### src/hdl/leadv_pkg.sv
package leadv_pkg;

	// Largest packet that is parsed; later bytes only close the packet.
	localparam int MAX_PACKET = 260;
	localparam int BPOS_W     = $clog2(MAX_PACKET + 1);

	// Header layout and checks.
	localparam int POS_IND     = 0;
	localparam int POS_EVT     = 1;
	localparam int POS_SUB     = 3;
	localparam int POS_NUM     = 4;
	localparam int POS_REPORTS = 5;

	localparam logic [7:0] PKT_EVENT      = 8'h04;
	localparam logic [7:0] EVT_LE_META    = 8'h3E;
	localparam logic [7:0] SUB_ADV_REPORT = 8'h02;
	localparam logic [7:0] MAX_REPORTS    = 8'd15;
	localparam int         MIN_PACKET     = 16;

	// Layout inside one report. The RSSI sits at FP_DATA plus the data
	// length, so the position needs one bit more than a byte.
	localparam int FP_W       = 9;
	localparam int FP_ADV     = 0;
	localparam int FP_ATYPE   = 1;
	localparam int FP_ADDR0   = 2;
	localparam int FP_ADDR_N  = 7;
	localparam int FP_LEN     = 8;
	localparam int FP_DATA    = 9;
	localparam int ADDR_BYTES = 6;

	// Result queue.
	localparam int QDEPTH = 4;
	localparam int QPTR_W = $clog2(QDEPTH);
	localparam int QCNT_W = $clog2(QDEPTH + 1);

	typedef enum logic [1:0] {
		KIND_DATA    = 2'd0,
		KIND_REPORT  = 2'd1,
		KIND_DISCARD = 2'd2
	} kind_t;

	typedef struct packed {
		kind_t             kind;
		logic [7:0]        data_value;
		logic [3:0]        report_index;
		logic [7:0]        evt_type;
		logic [7:0]        peer_atype;
		logic [47:0]       address;
		logic signed [7:0] rssi;
		logic [7:0]        payload_len;
		logic              run_last;
	} result_t;

endpackage

### src/hdl/le_adv_report_parser.sv
// LE advertising report parser.
// Bytes of received HCI event packets enter on the s_ channel, one per
// transfer, with s_tlast on the final byte of each packet. Results leave on
// the m_ channel: m_tuser gives the kind (provisional data byte, report
// complete, discard the current report's data) and m_tlast marks the last
// result caused by one input byte. The cfg_ channel writes the enable bit;
// every write also clears the packet state. The user must write it only
// while the block is idle; the block itself does not enforce this.
// A byte's results are written into the queue at the edge that takes the
// byte. One byte can be taken every cycle while the queue has room for two
// results; a byte that ends a cut-off report may cause two results, which
// leave as two separate transfers. Results wait in a four-entry queue, and
// s_tready is low while fewer than two entries are free, so a stalled
// receiver stops the input after at most four results are held.
// After reset the parser is disabled (bytes are taken and dropped), the
// packet state is clear and the queue is empty.
module le_adv_report_parser (
	input  logic        clk,
	input  logic        arst_n,
	input  logic        cfg_valid,
	output logic        cfg_ready,
	input  logic        cfg_data,       // enable
	input  logic        s_tvalid,
	output logic        s_tready,
	input  logic [7:0]  s_tdata,        // in_byte
	input  logic        s_tlast,        // in_last
	output logic        m_tvalid,
	input  logic        m_tready,
	output logic [95:0] m_tdata,        // data_value, report_index, evt_type, peer_atype,
	                                    // address, rssi, payload_len, zero fill
	output logic [1:0]  m_tuser,        // kind
	output logic        m_tlast         // run_last
);
	import leadv_pkg::*;

	logic       step;
	logic       cfg_we;
	logic       pop;
	logic       space_ok;
	logic [1:0] res_cnt;
	result_t    res0;
	result_t    res1;
	result_t    head;

	assign cfg_ready = 1'b1;
	assign cfg_we    = cfg_valid && cfg_ready;
	assign s_tready  = space_ok;
	assign step      = s_tvalid && s_tready;
	assign pop       = m_tvalid && m_tready;

	leadv_parse u_parse (
		.clk        (clk),
		.arst_n     (arst_n),
		.cfg_we     (cfg_we),
		.cfg_enable (cfg_data),
		.step       (step),
		.in_byte    (s_tdata),
		.in_last    (s_tlast),
		.res0       (res0),
		.res1       (res1),
		.res_cnt    (res_cnt)
	);

	leadv_rsq u_rsq (
		.clk        (clk),
		.arst_n     (arst_n),
		.push_cnt   (step ? res_cnt : 2'd0),
		.push0      (res0),
		.push1      (res1),
		.pop        (pop),
		.space_ok   (space_ok),
		.head_valid (m_tvalid),
		.head       (head)
	);

	assign m_tdata = {4'd0, head.payload_len, head.rssi, head.address, head.peer_atype,
	                  head.evt_type, head.report_index, head.data_value};
	assign m_tuser = head.kind;
	assign m_tlast = head.run_last;

endmodule

### src/hdl/leadv_parse.sv
module leadv_parse (
	input  logic                clk,
	input  logic                arst_n,
	input  logic                cfg_we,
	input  logic                cfg_enable,
	input  logic                step,
	input  logic [7:0]          in_byte,
	input  logic                in_last,
	output leadv_pkg::result_t  res0,
	output leadv_pkg::result_t  res1,
	output logic [1:0]          res_cnt
);
	import leadv_pkg::*;

	logic              enable_q;
	logic [BPOS_W-1:0] byte_pos_q,  byte_pos_d;
	logic              reject_q,    reject_d;
	logic [3:0]        total_q,     total_d;
	logic [3:0]        num_q,       num_d;
	logic [FP_W-1:0]   field_pos_q, field_pos_d;
	logic              done_q,      done_d;
	logic [7:0]        adv_q,       adv_d;
	logic [7:0]        atype_q,     atype_d;
	logic [47:0]       address_q,   address_d;
	logic [7:0]        len_q,       len_d;

	logic              has0, has1;
	kind_t             kind0;
	logic [7:0]        dv0;
	logic [7:0]        rssi0;
	logic [2:0]        addr_idx;
	result_t           base;

	always_comb begin
		byte_pos_d  = byte_pos_q;
		reject_d    = reject_q;
		total_d     = total_q;
		num_d       = num_q;
		field_pos_d = field_pos_q;
		done_d      = done_q;
		adv_d       = adv_q;
		atype_d     = atype_q;
		address_d   = address_q;
		len_d       = len_q;
		has0        = 1'b0;
		has1        = 1'b0;
		kind0       = KIND_DATA;
		dv0         = 8'd0;
		rssi0       = 8'd0;
		addr_idx    = 3'(field_pos_q - FP_W'(FP_ADDR0));

		if (enable_q) begin
			if (byte_pos_q < BPOS_W'(MAX_PACKET)) begin
				byte_pos_d = byte_pos_q + 1'b1;
				if (!reject_q) begin
					if (byte_pos_q == BPOS_W'(POS_IND)) begin
						reject_d = (in_byte != PKT_EVENT);
					end else if (byte_pos_q == BPOS_W'(POS_EVT)) begin
						reject_d = (in_byte != EVT_LE_META);
					end else if (byte_pos_q == BPOS_W'(POS_SUB)) begin
						reject_d = (in_byte != SUB_ADV_REPORT);
					end else if (byte_pos_q == BPOS_W'(POS_NUM)) begin
						if (in_byte == 8'd0 || in_byte > MAX_REPORTS) begin
							reject_d = 1'b1;
						end else begin
							total_d = in_byte[3:0];
						end
					end else if (byte_pos_q >= BPOS_W'(POS_REPORTS) && !done_q) begin
						field_pos_d = field_pos_q + 1'b1;
						if (field_pos_q == FP_W'(FP_ADV)) begin
							adv_d     = in_byte;
							atype_d   = 8'd0;
							address_d = 48'd0;
							len_d     = 8'd0;
						end else if (field_pos_q == FP_W'(FP_ATYPE)) begin
							atype_d = in_byte;
						end else if (field_pos_q <= FP_W'(FP_ADDR_N)) begin
							for (int i = 0; i < ADDR_BYTES; i++) begin
								if (addr_idx == 3'(i)) begin
									address_d[8*i +: 8] = in_byte;
								end
							end
						end else if (field_pos_q == FP_W'(FP_LEN)) begin
							len_d = in_byte;
						end else if (field_pos_q < FP_W'(FP_DATA) + FP_W'(len_q)) begin
							has0  = 1'b1;
							kind0 = KIND_DATA;
							dv0   = in_byte;
						end else begin
							// RSSI byte: the report is complete, unless a
							// too short packet ends on it.
							has0 = 1'b1;
							if (in_last && byte_pos_q < BPOS_W'(MIN_PACKET - 1)) begin
								kind0 = KIND_DISCARD;
							end else begin
								kind0 = KIND_REPORT;
								rssi0 = in_byte;
							end
							field_pos_d = '0;
							num_d       = num_q + 1'b1;
							if (num_d >= total_q) begin
								done_d = 1'b1;
							end
						end
					end
				end
			end

			if (in_last) begin
				has1 = !reject_d && !done_d && (field_pos_d != '0);
				byte_pos_d  = '0;
				reject_d    = 1'b0;
				total_d     = '0;
				num_d       = '0;
				field_pos_d = '0;
				done_d      = 1'b0;
			end
		end
	end

	always_comb begin
		base              = '0;
		base.report_index = num_q;
		base.evt_type     = adv_d;
		base.peer_atype   = atype_d;
		base.address      = address_d;
		base.payload_len  = len_d;

		res1          = base;
		res1.kind     = KIND_DISCARD;
		res1.run_last = 1'b1;

		if (has0) begin
			res0            = base;
			res0.kind       = kind0;
			res0.data_value = dv0;
			res0.rssi       = rssi0;
			res0.run_last   = !has1;
		end else begin
			res0 = res1;
		end

		res_cnt = {1'b0, has0} + {1'b0, has1};
	end

	always_ff @(posedge clk or negedge arst_n) begin
		if (!arst_n) begin
			enable_q    <= 1'b0;
			byte_pos_q  <= '0;
			reject_q    <= 1'b0;
			total_q     <= '0;
			num_q       <= '0;
			field_pos_q <= '0;
			done_q      <= 1'b0;
		end else if (cfg_we) begin
			enable_q    <= cfg_enable;
			byte_pos_q  <= '0;
			reject_q    <= 1'b0;
			total_q     <= '0;
			num_q       <= '0;
			field_pos_q <= '0;
			done_q      <= 1'b0;
		end else if (step) begin
			byte_pos_q  <= byte_pos_d;
			reject_q    <= reject_d;
			total_q     <= total_d;
			num_q       <= num_d;
			field_pos_q <= field_pos_d;
			done_q      <= done_d;
		end
	end

	// Captured report fields carry no reset; they are written before use.
	always_ff @(posedge clk) begin
		if (step && !cfg_we) begin
			adv_q     <= adv_d;
			atype_q   <= atype_d;
			address_q <= address_d;
			len_q     <= len_d;
		end
	end

	// Two results from one byte are always a data byte followed by a discard.
	a_two_results: assert property (@(posedge clk) disable iff (!arst_n)
		(step && res_cnt == 2'd2) |-> (res0.kind == KIND_DATA && res1.kind == KIND_DISCARD))
		else $error("two results from one byte in the wrong order");

	// Once the header has passed, the current report lies within the count.
	a_report_in_range: assert property (@(posedge clk) disable iff (!arst_n)
		(!reject_q && !done_q && byte_pos_q > BPOS_W'(POS_REPORTS)) |-> (num_q < total_q))
		else $error("report index beyond announced count");

	// Inside a report the position never passes the RSSI byte.
	a_field_bound: assert property (@(posedge clk) disable iff (!arst_n)
		(field_pos_q > FP_W'(FP_LEN)) |-> (field_pos_q <= FP_W'(FP_DATA) + FP_W'(len_q)))
		else $error("field position past the RSSI byte");

	// A disabled parser keeps its packet state.
	a_disabled_idle: assert property (@(posedge clk) disable iff (!arst_n)
		(step && !enable_q && !cfg_we) |=> $stable(byte_pos_q))
		else $error("packet state moved while disabled");

endmodule

### src/hdl/leadv_rsq.sv
module leadv_rsq (
	input  logic                clk,
	input  logic                arst_n,
	input  logic [1:0]          push_cnt,
	input  leadv_pkg::result_t  push0,
	input  leadv_pkg::result_t  push1,
	input  logic                pop,
	output logic                space_ok,
	output logic                head_valid,
	output leadv_pkg::result_t  head
);
	import leadv_pkg::*;

	result_t           q_mem_q [QDEPTH];
	logic [QPTR_W-1:0] wr_ptr_q;
	logic [QPTR_W-1:0] rd_ptr_q;
	logic [QCNT_W-1:0] count_q;
	logic [QPTR_W-1:0] wr_ptr_nx;

	assign wr_ptr_nx  = wr_ptr_q + 1'b1;
	// Room for the two results one byte may cause.
	assign space_ok   = (count_q <= QCNT_W'(QDEPTH - 2));
	assign head_valid = (count_q != '0);
	assign head       = q_mem_q[rd_ptr_q];

	always_ff @(posedge clk) begin
		if (push_cnt != 2'd0) begin
			q_mem_q[wr_ptr_q] <= push0;
		end
		if (push_cnt == 2'd2) begin
			q_mem_q[wr_ptr_nx] <= push1;
		end
	end

	always_ff @(posedge clk or negedge arst_n) begin
		if (!arst_n) begin
			wr_ptr_q <= '0;
			rd_ptr_q <= '0;
			count_q  <= '0;
		end else begin
			wr_ptr_q <= wr_ptr_q + QPTR_W'(push_cnt);
			if (pop) begin
				rd_ptr_q <= rd_ptr_q + 1'b1;
			end
			count_q <= count_q + QCNT_W'(push_cnt) - QCNT_W'(pop);
		end
	end

	a_no_overflow: assert property (@(posedge clk) disable iff (!arst_n)
		(push_cnt != 2'd0) |-> (count_q + QCNT_W'(push_cnt) <= QCNT_W'(QDEPTH)))
		else $error("result queue overflow");

	a_no_underflow: assert property (@(posedge clk) disable iff (!arst_n)
		pop |-> (count_q != '0))
		else $error("result queue read while empty");

	a_ptr_count: assert property (@(posedge clk) disable iff (!arst_n)
		(QPTR_W'(wr_ptr_q - rd_ptr_q) == count_q[QPTR_W-1:0]))
		else $error("result queue pointers disagree with fill count");

endmodule

### config.mk
export PLATFORM = sky130hd
export DESIGN_NAME = le_adv_report_parser
export DESIGN_NICKNAME = d
export VERILOG_FILES = /design/src/hdl/leadv_pkg.sv /design/src/hdl/le_adv_report_parser.sv /design/src/hdl/leadv_parse.sv /design/src/hdl/leadv_rsq.sv
export SDC_FILE = /design/constraint.sdc
export NUM_CORES = 1
export LEC_CHECK = 0
export BUFFER_PORTS_ARGS = -buffer_cell sky130_fd_sc_hd__clkbuf_2
export CORE_MARGIN = 8
export CORE_UTILIZATION = 32
export CTS_CLUSTER_SIZE = 20
export DETAILED_ROUTE_END_ITERATION = 6
export PLACE_DENSITY = 0.49
export SYNTH_ARGS = -nofsm -noshare
export SYNTH_HDL_FRONTEND = slang
export SYNTH_SLANG_ARGS = --single-unit
### constraint.sdc
create_clock -name clk -period 13 [get_ports clk]
set_input_delay 0.65 -clock clk [delete_from_list [all_inputs] [get_ports clk]]
set_output_delay 0.65 -clock clk [all_outputs]
set_load 0.02 [all_outputs]
==> After elaboration in Yosys (flattened, before gate mapping) <==
Memory sizes are Yosys's and may differ from the RTL's.
Index checks and enable logic that the tools add are counted.
{ "classes": {"n_addsub": 11, "magnitude_cmp": 8, "eq_ne": 25, "mux": 188, "reduce_logical": 29} }
{ "op_table": {"columns": ["op", "n"], "rows": [
  ["$mux W48", 11],
  ["$mux W8", 64],
  ["$mux W9", 22],
  ["$mux W4", 27],
  ["$mux W95", 1],
  ["$mux W1", 48],
  ["$ne A3 B3 Y1 const B", 11],
  ["$mux W2", 15],
  ["$add A9 B1 Y9 const B", 2],
  ["$eq A9 B1 Y1 const B", 2],
  ["$logic_not A9 Y1", 2],
  ["$reduce_and A14 Y1", 1],
  ["$reduce_bool A3 Y1", 4],
  ["$add A4 B8 Y9 const A", 1],
  ["$eq A9 B2 Y1 const B", 1],
  ["$eq A9 B3 Y1 const B", 1],
  ["$eq A9 B4 Y1 const B", 1],
  ["$ge A9 B3 Y1 const B", 1],
  ["$le A9 B3 Y1 const B", 1],
  ["$lt A9 B4 Y1 const B", 1],
  ["$lt A9 B9 Y1", 1],
  ["$lt A9 B9 Y1 const B", 1],
  ["$reduce_and A9 Y1", 1],
  ["$reduce_bool A9 Y1", 1],
  ["25 further kinds", 40]
]} }
{ "word_totals": {"register_bits": 108, "ram_bits": 380, "inputBits": 15, "output_inout_bits": 102, "memories": 1} }
{ "memory_table": {"columns": ["name", "depth", "word_bits", "read_ports", "rd_clocked_by_memory_dff", "write_ports", "line_no", "rtl"], "rows": [
  ["u_rsq.q_mem_q", 4, 95, 1, 0, 2, "leadv_rsq.sv:14", "result_t q_mem_q [QDEPTH];"]
]} }

==> Longest topological paths before layout <==
Gate-level depths: netlist of run 1.
{ "depth": {"depth_word": 26, "depth_mapped": 20} }

==> Hierarchy <==
From an unflattened synthesis of run 1, not the netlist that was laid out.
{ "unflattened": {"hier_cells": 1617, "hier_area_um2": 25418.1} }
{ "modules_own_cells": {"columns": ["mod", "instances", "cells_each", "area_each_um2", "seq_area_each_um2"], "rows": [
  ["leadv_rsq", 1, 959, 18730.5, 11586.1],
  ["leadv_parse", 1, 647, 6617.6, 2887.8],
  ["le_adv_report_parser", 1, 11, 70.1, 0.0]
]} }

==> Least setup slack after synthesis of run 1 <==
Ideal clock, no wire load.
{ "synth_path": {"path_kind": "reg-to-reg", "from": "register u_parse.len_q[0]", "to": "memory u_rsq.q_mem_q[1][65] (netlist bit) (data pin)", "setup_ps": 140, "arrival_ps": 5571, "required_time_ps": 12860, "slack_ps": 7288, "stages_incl_launch_ff": 20, "cell_sequence": "edfxtp_1 > ha_1 > a21oi_1 > nor2_1 > xnor2_1 > ha_1 > a21oi_1 > o21ai_0 > or3_1 > clkbuf_1 > nand2_1 > o221ai_1 > a311oi_1 > ha_1 > mux2_2 > nand4_1 > inv_1 > o21ai_4 > buf_6 > nor2_1"} }
{ "synth_lines": {"columns": ["item", "line_no", "rtl"], "rows": [
  ["start, declared", "leadv_parse.sv:25", "logic [7:0] len_q, len_d;"],
  ["start signal, assigned", "leadv_parse.sv:179", "len_q <= len_d;"],
  ["end, declared", "leadv_rsq.sv:14", null]
]} }

==> metrics.yaml, run 1 <==
outcome: "finished, final reports clean"
drv_slew: 0
drive_above_1_share_pct: 19.48
post_cts_resized: 0
io_buffer_count: 111
ir_drop_mv: 0.09315
drtAntennaViolNets: 0
slew_headroom_pct: 32.20
postCtsSetupBuffers: 0
worstReg2RegStart: "u_parse.len_q[0]"
fin_nets: 1691
ys_warn_count: 0
wl_met3_um: 3120
synth-edff-count: 376
rr_endpoint: "u_rsq.q_mem_q[2][24]"
grt-ovfl-total: 0
via_count: 13148
grt_pass1_vias: 13573
die_area_mm2: 0.07551
crit_required_ps: 13320
cts_tree: "yes"
n_antenna_cell: 0
syn_inst: 1560
placedCellCount: 2470
synthTopCellsByCount: "nor2_1 (408), edfxtp_1 (376), mux4_2 (95)"
first_pass_iters: 5
period_minus_slack_ps: 6284
fmax_mhz: 159.1
die_w_um: 274.8
power.leakage_nw: 8.871
drc: 0
dpl_cell_area_mm2: 0.02274
syn_to_final_growth_pct: 13.42
wl_met1_um: 25540
vias_per_cell: 5.132
setup_slack_ps: 6716
min_period_over_period_pct: 48.34
cp-end-kind: "flop"
track_usage_pct: 15.36
max_cap_violations: 0
critPathMaxFanout: 42
seq_area_mm2: 0.01372
design_area_mm2: 0.02431
grt_pass1_wl_um: 87980
numCtsBuffers: 49
ys_top_cells_by_area: "edfxtp_1 (53%), mux4_2 (10%), nor2_1 (7.1%)"
ios: 117
rr_worst_depth: 20
clk_pin_slew_ps: 60
clockBufferDepth: 3
timing.setup.tns_ps: 0
cts.sinks: 488
clock_latency_ps: 600
p_per_area_mw_per_mm2: 165.8
utilization_pct: 36.45
yosysMostFrequentCell: "nor2_1"
synth_area_per_cell_um2: 13.74
crit_path_start_kind: "flop"
rows: 95
critical_path_class: "reg -> reg"
synth_area_leader_cell: "edfxtp_1"
drtIter0Drc: 959
core_area_mm2: 0.06668
synth_ff_type: "edfxtp_1"
syn-cell-area_mm2: 0.02143
detail_route.wl_per_cell_um: 22.77
met2_length_um: 28370
pre_cts_ws_ps: 6627
worstMarginPinSlew_ps: 1017
synth-async-reset-ratio_pct: 7.377
die_height_um: 274.8
grt_antenna_before_repair: 1
routed_wl_um: 58340
finClkSkew_ps: 16.42
worstPathArrival_ps: 6600
hold_class: "in -> async"
ys_seq_area_share_pct: 63.99
cts_max_level: 2
yosysUniqueCellTypes: 67
dp_hpwl_um: 33060
clockRootBuffer: "clkbuf_16"
ys_ff_latch: 488
hold_buffers: 0
top_layer: "met5"
stdcell_count: 2562
place.gp.congestion: 0.7943
num-fill-cells: 6412
ff2ff_setup_slack_ps: 6720
synthDominantCellAreaShare_pct: 52.68
rsz0062_at_grt: "false"
initial_utilization_pct: 32.14
multiInputGateArea_mm2: 0.006993
hold_viol: 0
grt_max_degree: 64
setup_viol: 0
-- layout make-up --
| class | count | share of cell area [%] |
|---|---|---|
| multi-input combinational | 925 | 28.77 |
| clock inverter | 22 | 0.7515 |
| clock buffer | 70 | 5.693 |
| sequential | 488 | 56.44 |
| tap | 873 | 4.494 |
| inverter | 46 | 0.7309 |
| timing repair buffer | 138 | 3.119 |
-- worst max-delay path, cell delays in order, from the launching register on --
cell      delay, ps
edfxtp_1        430
ha_1            250
a21oi_1         220
nor2_1          110
xnor2_1         130
ha_1            290
a21oi_1         140
o21ai_0          90
or3_1           490
nand2_1         300
o221ai_1        170
a311oi_1        330
ha_1            340
nor2_1          130
nor2_1          120
nand2_1          80
buf_4           480
clkinv_2        700
o21ai_4         430
buf_4           600
nor2_1           90
-- cells in the final DEF, fill, tap and decap left out, types with 10 or more instances in the layout --
| cell | n |
|---|---|
| a21oi_1 | 25 |
| clkbuf_1 | 13 |
| nand4_1 | 12 |
| buf_4 | 27 |
| a22o_1 | 65 |
| edfxtp_1 | 376 |
| dfxtp_1 | 76 |
| mux2i_1 | 65 |
| xnor2_1 | 10 |
| mux4_2 | 95 |
| xor2_1 | 10 |
| nand3_1 | 14 |
| o21ai_0 | 23 |
| inv_1 | 42 |
| ha_1 | 27 |
| nand2_1 | 40 |
| clkbuf_2 | 113 |
| nor2_1 | 407 |
| clkinv_2 | 13 |
| dfrtp_1 | 34 |
| clkbuf_16 | 51 |
-- routing by layer --
layer | track usage (%) | vias up
li1 | - | 5942
met1 | 20.38 | 6798
met2 | 25.67 | 328
met3 | 2.807 | 78
met4 | 4.334 | 2
met5 | 0 | -
-- power breakdown --
part           internal, mW  leakage [nW]  switching (mW)
clock                 0.785         0.778           0.607
sequential             1.71          4.35          0.0689
combinational         0.334          3.74           0.525
total                  2.83          8.87            1.20
-- worst max path at each step --
stage                                       to  slack, ps  cells past startpoint              from
after floorplan           u_rsq.q_mem_q[1][65]       7290                     19  u_parse.len_q[0]
after global placement    u_rsq.q_mem_q[2][24]       6770                     20  u_parse.len_q[0]
after detailed placement  u_rsq.q_mem_q[2][24]       6630                     20  u_parse.len_q[0]
after CTS                 u_rsq.q_mem_q[2][24]       6630                     20  u_parse.len_q[0]
after global routing      u_rsq.q_mem_q[2][26]       6130                     20  u_parse.len_q[0]
final                     u_rsq.q_mem_q[2][24]       6720                     20  u_parse.len_q[0]
-- through the flow --
step	total power [mW]	hold slack (ps)
floorplan	2.387	354.4
global placement	2.705	433.7
detailed placement	2.707	439.9
CTS	4.104	214.7
global route	4.203	258.9
finish	4.031	203.9
-- registers in the layout, indices dropped and copies added (netlist names), 4 cells and up --
register and flops:
u_parse.address_q 48, u_parse.adv_q 8, u_parse.atype_q 8, u_parse.byte_pos_q 9, u_parse.field_pos_q 9, u_parse.len_q 8, u_parse.num_q 4, u_parse.total_q 4
u_rsq.q_mem_q 380
-- kinds of logic after synthesis --
kind of cell	Yosys count	synth area share (%)
and+or+nand+nor	534	10.53
DFF	488	63.99
AOI/OAI and AO/OA	175	6.264
muxes	163	13.18
buffers and inverters	150	3.526
adders and majority gates	28	1.670
xor gates and xnor gates	20	0.8173
other	2	0.03504
No activity file was read; power rests on OpenSTA's default activity.
==> run 2, diff against run 1 <==
==> constraint.sdc (replaced) <==
create_clock -name clk -period 5.95 [get_ports clk]
set_input_delay 0.2975 -clock clk [delete_from_list [all_inputs] [get_ports clk]]
set_output_delay 0.2975 -clock clk [all_outputs]
set_load 0.02 [all_outputs]
==> metrics.yaml, run 2 (synthesis gave the netlist of run 1 again) <==
clk_pin_slew_ps: 60  # about the same
largest_registers: "u_rsq.q_mem_q: 380 flops, u_parse.address_q: 48 flops"  # unchanged
ir_drop_mv: 0.2201  # was 0.09315 mV
grt_pass1_wl_um: 89190  # was 87980 µm
cp-end-kind: "flop"  # unchanged
core_area_mm2: 0.06668  # unchanged
drtIter0Drc: 970  # was 959
fin_nets: 1703  # was 1691
largest_reg_flops: 380  # unchanged
n_antenna_cell: 0  # unchanged
max_cap_violations: 0  # unchanged
via_count: 13156  # was 13148
finClkSkew_ps: 23.01  # was 16.42 ps
critical_path_class: "reg -> reg"  # unchanged
io_buffer_count: 111  # unchanged
crit_required_ps: 6280  # was 13320 ps
cts_tree: "yes"  # unchanged
clockBufferDepth: 3  # unchanged
critPathMaxFanout: 55  # was 42
critPathLaunch: "u_parse.len_q[0]"  # unchanged
clockRootBuffer: "clkbuf_16"  # unchanged
detail_route.wl_per_cell_um: 22.85  # was 22.77 µm
vias_per_cell: 5.109  # was 5.132
pre_cts_ws_ps: 855.4  # was 6627 ps
fmax_mhz: 197.4  # was 159.1 MHz
drtAntennaViolNets: 0  # unchanged
postCtsSetupBuffers: 0  # unchanged
place.gp.congestion: 0.8206  # was 0.7943
routed_wl_um: 58840  # was 58340 µm
hold_viol: 0  # unchanged
grt-ovfl-total: 0  # unchanged
worstReg2RegStart: "u_parse.len_q[0]"  # unchanged
grt_pass1_vias: 13917  # was 13573
die_w_um: 274.8  # unchanged
rsz0062_at_grt: "false"  # unchanged
drive_above_1_share_pct: 19.92  # was 19.48%
layout_commonest_cell: "nor2_1"  # unchanged
slew_headroom_pct: 32.23  # was 32.20%
final_cell_mix: "nor2_1 (407), edfxtp_1 (376), clkbuf_2 (111)"  # was nor2_1 (407), edfxtp_1 (376), clkbuf_2 (113)
p_per_area_mw_per_mm2: 364.4  # was 165.8 mW/mm²
initial_utilization_pct: 32.14  # unchanged
cts_max_level: 2  # unchanged
die_height_um: 274.8  # unchanged
clock_latency_ps: 610  # was 600 ps
period_minus_slack_ps: 5066  # was 6284 ps
min_period_over_period_pct: 85.15  # was 48.34%
cts.sinks: 488  # unchanged
track_usage_pct: 15.63  # was 15.36%
syn_to_final_growth_pct: 14.55  # was 13.42%
drc: 0  # unchanged
ff2ff_setup_slack_ps: 880  # was 6720 ps
setup_slack_ps: 883.6  # was 6716 ps
dp_hpwl_um: 35140  # was 33060 µm
drv_slew: 0  # unchanged
grt_max_degree: 79  # was 64
timing.setup.tns_ps: 0  # unchanged
grt_antenna_before_repair: 0  # was 1
crit_path_start_kind: "flop"  # unchanged
hold_class: "in -> reg"  # was in -> async
numCtsBuffers: 50  # was 49
first_pass_iters: 5  # unchanged
die_area_mm2: 0.07551  # unchanged
outcome: "finished, final reports clean"  # unchanged
power.leakage_nw: 8.975  # was 8.871 nW
setup_viol: 0  # unchanged
worstMarginPinSlew_ps: 1013  # was 1017 ps
rows: 95  # unchanged
worstHoldStart: "m_tready"
worstPathArrival_ps: 5390  # was 6600 ps
top_register: "u_rsq.q_mem_q"  # unchanged
ios: 117  # unchanged
[run 2: area by class of cell]
| type | count | area (µm²) |
|---|---|---|
| clock buffer | 71 | 1391 |
| clock inverter | 23 | 254.0 |
| fill | 6373 | 42130 |
| inverter | 46 | 177.7 |
| multi-input combinational | 925 | 6993 |
| sequential | 488 | 13720 |
| tap | 873 | 1092 |
| timing repair buffer | 149 | 920.9 |
[run 2: worst max-delay path, cell delays in order, from the launching register on]
cell	delay, ps
edfxtp_1	420
ha_1	250
a21oi_1	230
nor2_1	110
xnor2_1	140
ha_1	290
a21oi_1	140
o21ai_0	90
or3_1	500
nand2_1	310
o221ai_1	160
a311oi_1	350
ha_1	340
mux2_2	300
nand4_1	140
clkinv_2	380
o21ai_4	190
buf_12	330
nor2_1	80
[run 2: per-stage QoR]
step	power [mW]	utilization, %	instances	hold slack [ps]	cell area, µm²
floorplan	5.207	-	1563	1.909	21440
detailed placement	5.923	34.32	2479	411.3	22880
CTS	9.115	36.82	2575	50.98	24550
global placement	5.916	34.32	2479	404.6	22880
finish	8.945	36.82	2575	77.09	24550
global route	9.329	36.82	2575	100.4	24550
[run 2: what timing repair did]
action / CTS / global route
resized for setup: 0 / 0
hold endpoints to repair: 37 / 0
hold buffers: 2 / 0
[run 2: worst paths after layout]
path	to	cells past startpoint
worst min-delay path	u_rsq.rd_ptr_q[0]	3
worst max register to register	u_rsq.q_mem_q[3][44]	18
min in group asynchronous	u_parse.field_pos_q[1]	3
max in group asynchronous	u_rsq.rd_ptr_q[0]	3
worst min register to register	u_rsq.q_mem_q[1][93]	1
worst max-delay path	u_rsq.q_mem_q[3][44]	18
[run 2: routing by layer]
| metal | wire, µm | track usage (%) | up-vias |
|---|---|---|---|
| met1 | 24880 | 19.98 | 6783 |
| met2 | 29370 | 27.08 | 317 |
| li1 | - | - | 5974 |
| met5 | 0 | 0 | - |
| met4 | 1633 | 4.794 | 0 |
| met3 | 2950 | 2.537 | 82 |
[run 2: report_power, final]
part / leakage, nW / total (mW) / switching [mW] / internal (mW)
sequential: 4.35 / 3.96 / 0.221 / 3.74
combinational: 3.82 / 1.81 / 1.07 / 0.739
clock: 0.810 / 3.17 / 1.36 / 1.82
